### src/hdl/sra_pkg.sv
// Shared types and constants of the skyline rectangle allocator.
package sra_pkg;

    localparam int unsigned SEG_W = 13;

    localparam logic CMD_ALLOC = 1'b0;
    localparam logic CMD_CLEAR = 1'b1;

    localparam logic REG_ATLAS_WIDTH  = 1'b0;
    localparam logic REG_ATLAS_HEIGHT = 1'b1;

    localparam logic [12:0] RST_ATLAS_W = 13'd512;
    localparam logic [12:0] RST_ATLAS_H = 13'd512;
    localparam logic [12:0] INIT_X      = 13'd1;
    localparam logic [12:0] INIT_Y      = 13'd1;
    localparam logic [12:0] INIT_WD     = 13'd510;
    localparam logic [24:0] AREA_MAX    = 25'h1FFFFFF;

    typedef struct packed {
        logic [SEG_W-1:0] x;
        logic [SEG_W-1:0] y;
        logic [SEG_W-1:0] wd;
    } t_seg;

    typedef struct packed {
        logic load;
        logic tbl_init;
        logic tbl_clear;
        logic scan_rd;
        logic scan_ev;
        logic pass_start;
        logic pass_rd;
        logic pass_pr;
        logic flush;
        logic out_load;
    } t_cmd;

    typedef struct packed {
        logic eval_end;
        logic base_last;
        logic have_any;
        logic full;
        logic pass_last;
    } t_sts;

    typedef enum logic [8:0] {
        S_INIT    = 9'b000000001,
        S_IDLE    = 9'b000000010,
        S_CLR     = 9'b000000100,
        S_SCAN_RD = 9'b000001000,
        S_SCAN_EV = 9'b000010000,
        S_PASS_RD = 9'b000100000,
        S_PASS_PR = 9'b001000000,
        S_FLUSH   = 9'b010000000,
        S_DONE    = 9'b100000000
    } t_state;

endpackage

### src/hdl/sra_ctrl.sv
// Sequencer that steps the allocator datapath through scan and rebuild.
module sra_ctrl (
    input  logic          i_clk,
    input  logic          i_rst_n,
    input  logic          i_in_valid,
    output logic          o_in_ready,
    input  logic          i_command,
    output logic          o_out_valid,
    input  logic          i_out_ready,
    input  sra_pkg::t_sts i_sts,
    output sra_pkg::t_cmd o_cmd
);

    sra_pkg::t_state r_state, n_state;
    logic            r_ov, n_ov;

    always_comb begin
        n_state = r_state;
        o_cmd   = '0;
        case (r_state)
            sra_pkg::S_INIT: begin
                o_cmd.tbl_init = 1'b1;
                n_state = sra_pkg::S_IDLE;
            end
            sra_pkg::S_IDLE: begin
                if (i_in_valid) begin
                    o_cmd.load = 1'b1;
                    n_state = (i_command == sra_pkg::CMD_CLEAR) ? sra_pkg::S_CLR
                                                                : sra_pkg::S_SCAN_RD;
                end
            end
            sra_pkg::S_CLR: begin
                o_cmd.tbl_clear = 1'b1;
                n_state = sra_pkg::S_DONE;
            end
            sra_pkg::S_SCAN_RD: begin
                o_cmd.scan_rd = 1'b1;
                n_state = sra_pkg::S_SCAN_EV;
            end
            sra_pkg::S_SCAN_EV: begin
                o_cmd.scan_ev = 1'b1;
                if (i_sts.eval_end && i_sts.base_last) begin
                    if (i_sts.have_any && !i_sts.full) begin
                        o_cmd.pass_start = 1'b1;
                        n_state = sra_pkg::S_PASS_RD;
                    end else begin
                        n_state = sra_pkg::S_DONE;
                    end
                end else begin
                    n_state = sra_pkg::S_SCAN_RD;
                end
            end
            sra_pkg::S_PASS_RD: begin
                o_cmd.pass_rd = 1'b1;
                n_state = sra_pkg::S_PASS_PR;
            end
            sra_pkg::S_PASS_PR: begin
                o_cmd.pass_pr = 1'b1;
                n_state = i_sts.pass_last ? sra_pkg::S_FLUSH : sra_pkg::S_PASS_RD;
            end
            sra_pkg::S_FLUSH: begin
                o_cmd.flush = 1'b1;
                n_state = sra_pkg::S_DONE;
            end
            sra_pkg::S_DONE: begin
                if (!r_ov || i_out_ready) begin
                    o_cmd.out_load = 1'b1;
                    n_state = sra_pkg::S_IDLE;
                end
            end
            default: begin
                n_state = sra_pkg::S_IDLE;
            end
        endcase
    end

    always_comb begin
        n_ov = r_ov;
        if (r_ov && i_out_ready) begin
            n_ov = 1'b0;
        end
        if (o_cmd.out_load) begin
            n_ov = 1'b1;
        end
    end

    always_ff @(posedge i_clk) begin
        if (!i_rst_n) begin
            r_state <= sra_pkg::S_INIT;
            r_ov    <= 1'b0;
        end else begin
            r_state <= n_state;
            r_ov    <= n_ov;
        end
    end

    assign o_in_ready  = (r_state == sra_pkg::S_IDLE);
    assign o_out_valid = r_ov;

endmodule

### config.mk
export PLATFORM = sky130hd
export DESIGN_NAME = sra_ctrl
export DESIGN_NICKNAME = d
export VERILOG_FILES = /design/src/hdl/sra_pkg.sv /design/src/hdl/sra_ctrl.sv
export SDC_FILE = /design/constraint.sdc
export NUM_CORES = 1
export LEC_CHECK = 0
export BUFFER_PORTS_ARGS = -buffer_cell sky130_fd_sc_hd__clkbuf_2
export CORE_UTILIZATION = 47
export CTS_CLUSTER_SIZE = 14
export DETAILED_ROUTE_END_ITERATION = 12
export GPL_TIMING_DRIVEN = 0
export HOLD_SLACK_MARGIN = 0.1
export PLACE_DENSITY = 0.71
export SLEW_MARGIN = 10
export SYNTH_ARGS = -nofsm -noshare
export SYNTH_HDL_FRONTEND = slang
export SYNTH_SLANG_ARGS = --single-unit
### constraint.sdc
create_clock -name i_clk -period 1.8 [get_ports i_clk]
set_input_delay 0.09 -clock i_clk [delete_from_list [all_inputs] [get_ports i_clk]]
set_output_delay 0.09 -clock i_clk [all_outputs]
set_load 0.05 [all_outputs]
# Word-level counts from Yosys, hierarchy flattened
# Index checks and enable logic that the tools add are counted.
# totals
ff_bits	10
wordCells	44
inputBits	10
out_inout_bits	12
# classes
eq_ne	11
reduce_logical	9
mux	22
# ops
cell	count
$pmux 9 s7	1
$mux 9	4
$mux 1	14
$eq 9x1->1 const B	1
$eq 9x2->1 const B	1
$eq 9x3->1 const B	1
$eq 9x4->1 const B	1
$eq 9x5->1 const B	1
$eq 9x6->1 const B	1
$eq 9x7->1 const B	1
$eq 9x8->1 const B	1
$eq 9x9->1 const B	1
$mux 8	1
$mux 4	1
$ne 2x2->1 const B	2
$logic_and 1x1->1	3
$logic_not 1->1	2
$mux 2	1
$reduce_and 2->1	1
$reduce_bool 2->1	1
$reduce_or 2->1	1
$logic_or 1x1->1	1

# Depth between registers and ports, before layout
# logic_depth
depth_word	5
ltp_mapped	6

# Worst setup path before layout
# No wires, ideal clock.
# synth_timing
path_type	register -> register
startpoint	register r_state[6]
endpoint	register r_state[5]
setup_ps	63
path_stages_with_launch	6
slack_ps	-476
period_less_slack_ps	2276
t_arrival_ps	2214
n_path_buf	1
path_cell_list	dfxtp_1 -> buf_6 -> nor3_2 -> nand3_1 -> nor3_1 -> o21ba_1
# synth_via
elab_chain_cells	3
elab_cells_between_ends	13
classes_between	eq/ne: 10; mux: 1; reduce/logical: 2
# synth_rtl
item	line_no	text
start, declared	sra_ctrl.sv:14	sra_pkg::t_state r_state, n_state;
start signal, assigned	sra_ctrl.sv:89	r_state <= sra_pkg::S_INIT;
start signal, assigned	sra_ctrl.sv:92	r_state <= n_state;
$eq 9x8->1 (tied with other cells)	sra_ctrl.sv:20	case (r_state)
$reduce_or 2->1 (no source line) / $ne 2x2->1 (equally long branches)	-	
$pmux 9 s7 / $reduce_and 2->1 (equally long branches)	-	
# Parallel ways exist; a longest one is shown, timed or not.
# A chain may end at the register's enable or synchronous reset.

==> metrics.md <==
| Metric | Value |
|---|---|
| Status | `completed` |
| Number of global-route vias before repair | `623` |
| Syn_nets | `83` |
| Mapped Cells | `73` |
| CTS Buf Count | `3` |
| Via count | `684` |
| Ant diodes | `0` |
| FP Rows | `13` |
| Synth unique cells | `39` |
| Starting density of the core | `50.5%` |
| Final hold violations | `0` |
| Critical path type | `flop to primary output` |
| First-pass GRT wire length | `2830 µm` |
| Slew margin rel. | `67.6%` |
| Met1 Wirelength | `695 µm` |
| Most frequent cells after synthesis | `10 x dfxtp_1, 9 x nor2_1, 3 x buf_4, 3 x inv_1, 3 x nand3_1` |
| # setup viols final | `0` |
| Max VDD drop | `0.000412 V` |
| Grt ovf | `0` |
| Hold WS | `0.115 ns` |
| Clk_lat worst skew | `0.28 ns` |
| Root Buffer | `clkbuf_4` |
| Layout net count | `117` |
| Clock share of power | `32.6%` |
| Routed wl met2 | `939 µm` |
| Least-Margin Pin Slew | `0.479 ns` |
| Area contributors post-synth | `dfxtp_1 31%, nor2_1 5.2%, buf_4 3.5%` |
| Met3 wire length | `137 µm` |
| Die Y | `39.2 µm` |
| Initial DRT Pass Iterations | `4` |
| Initial antenna violation count | `0` |
| # fillers | `95` |
| Pins over their slew limit | `0` |
| DR top layer | `met4` |
| Clock tree sinks | `10` |
| Cell Area, Synth | `649 µm²` |
| CP required | `1.71 ns` |
| Via/cell ratio | `5.70` |
| Worst-case clock skew | `0.00368 ns` |
| Register area | `206 µm²` |
| EDFF count, synth | `0` |
| Power Density | `512 mW/mm²` |
| Worst Hold Depth | `3` |
| Critical Path AT | `1.69 ns` |
| Largest net degree at the start of global routing | `9` |
| Lkg Pwr | `0.000465 µW` |
| Post-DRT Antenna Nets | `0` |
| Crit start category | `flop` |
| Warnings, synthesis | `0` |
| Worst Setup End Kind | `primary output` |
| Layout area overhead | `49.9%` |
| RD Place Congestion | `0.794` |
| Worst reg2reg setup slack | `0.21 ns` |
| Largest area contributor in the netlist | `dfxtp_1` |
| Die X | `39.2 µm` |
| Crit Path Max Fanout | `7` |
| DP HPWL | `1080 µm` |
| Worst hold start | `i_sts[4]` |
| Synth Register Bits | `10` |
| Min-Delay Endpoint | `r_state[8]` |
| Worst reg2reg endpoint | `r_state[5]` |
| Multi-input logic area | `457 µm²` |
| Comb power frac | `20.7%` |
| Top-Level Pins | `22` |
| Fmax | `562 MHz` |
| CTS tree | `built` |
| Die area | `0.00153 mm²` |
| MaxCap Viol Count | `0` |
| Seq pwr share | `46.7%` |
| Total power | `498 µW` |
| I/O Buffers | `21` |
| DRC viols | `0` |
| Syn avg cell area | `8.90 µm²` |
| Gr usage total | `28.5%` |
| Sequential-to-total area share from yosys stat | `30.8%` |
| Clock transition at the registers of the reported paths | `0.06 ns` |
| Internal power | `349 µW` |
| Layout cells sized above 1 | `48.6%` |
| Avg WL per Cell | `15.1 µm` |
| H-tree levels | `1` |
| Iter 0 DRT Violations | `19` |
| Worst Hold Class | `input port to flop` |
| Synth async-reset ratio | `0%` |
| Net switching power | `149 µW` |
| FF-to-FF path depth | `6` |
| Commonest register cell after synthesis | `dfxtp_1` |
| Final period utilization | `98.8%` |
| Final WL | `1810 µm` |
| Top cell type's share of synthesized area | `30.8%` |
| Sw frac | `29.9%` |
| Core area | `0.00128 mm²` |
| Max clock buf depth | `2` |
| Most common cell in the synthesized netlist | `dfxtp_1` |
| Minimum clock period | `1.78 ns` |
| Worst reg2reg startpoint | `r_state[5]` |
-- worst max-delay path by stage --
stage | start | to | slack (ns)
2_1_floorplan | r_state[6] | r_state[5] | -0.03
3_3_place_gp | r_state[3] | o_cmd[9] | 0.12
3_5_place_dp | r_state[3] | o_cmd[9] | 0.12
4_1_cts | r_state[5] | o_cmd[2] | 0.003
5_1_grt | r_state[5] | o_cmd[9] | -0.04
6_report | r_state[5] | o_cmd[9] | 0.02
-- power groups by stage --
stage	combinational [µW]	sequential, µW	clock (µW)
after floorplan	52.6	236	0
after global placement	75.1	237	0
after detailed placement	76.4	237	0
after CTS	90.3	233	165
after global routing	110	234	181
final	103	233	163
-- cells in the final DEF (no fill, tap or decap), types with 2 or more instances in the layout --
cell type | Yosys | layout
inv_1 | 3 | 3
clkbuf_4 | 0 | 7
o21ai_0 | 2 | 2
buf_6 | 1 | 2
clkbuf_2 | 0 | 13
and4b_1 | 2 | 2
buf_4 | 3 | 7
dfxtp_2 | 0 | 2
dlygate4sd3_1 | 0 | 4
nand2b_1 | 2 | 2
nor2_2 | 0 | 2
dfxtp_1 | 10 | 7
and4_1 | 2 | 2
buf_8 | 0 | 2
xor2_1 | 2 | 2
o211a_1 | 2 | 2
nand2_1 | 2 | 2
and2_4 | 0 | 2
nand3_1 | 3 | 3
nor2_1 | 9 | 7
and3_1 | 2 | 2
-- layout make-up --
| class | count | area share (%) |
|---|---|---|
| clock buffer | 3 | 2.31 |
| multi-input combinational | 55 | 46.9 |
| buffer | 3 | 2.70 |
| sequential | 10 | 21.2 |
| tap | 15 | 1.93 |
| timing repair buffer | 30 | 23.4 |
| inverter | 4 | 1.54 |
-- worst max-delay path: stages, from the launching register on --
cell and delay (ns):
dfxtp_4 0.38, nor4_4 0.34, buf_4 0.18, nand4b_4 0.13, inv_2 0.10, and2_4 0.15, buf_8 0.14
-- per-layer routing --
| metal | vias up | track usage, % |
|---|---|---|
| li1 | 337 | - |
| met1 | 305 | 32.5 |
| met2 | 37 | 50.4 |
| met3 | 5 | 5.20 |
| met4 | 0 | 12.9 |
| met5 | - | 0 |
-- registers in the layout, indices dropped and copies added (netlist names) --
| name | flops |
|---|---|
| o_out_valid | 1 |
| r_state | 9 |
-- per-stage QoR --
step / setup WS (ns) / cells / TNS [ns] / instance area, µm² / utilization (%)
2_1_floorplan: -0.0280 / 73 / -0.0280 / 662 / -
3_3_place_gp: 0.123 / 109 / 0 / 786 / 61.1
3_5_place_dp: 0.123 / 109 / 0 / 786 / 61.1
4_1_cts: 0.00268 / 118 / 0 / 908 / 70.7
5_1_grt: -0.0359 / 120 / -0.0989 / 973 / 75.8
6_report: 0.0210 / 120 / 0 / 973 / 75.8
-- cell families after synthesis --
group	after synthesis	synth area share (%)
buffers and inverters	8	7.51
XOR/XNOR	3	4.05
AO/OA/AOI/OAI	13	15.2
multiplexers	1	1.73
flip-flops	10	30.8
AND/OR/NAND/NOR	38	40.7
-- timing repair --
action / 4_1_cts / 5_1_grt
pin swaps: 3 / 5
endpoints found under the setup margin: 8 / 11
buffers inserted: 2 / 3
endpoints found under the hold margin: 4 / 0
gates resized for setup: 12 / 21
cloned: 0 / 0
hold buffers: 4 / 0
No activity file was read; power rests on OpenSTA's default activity.
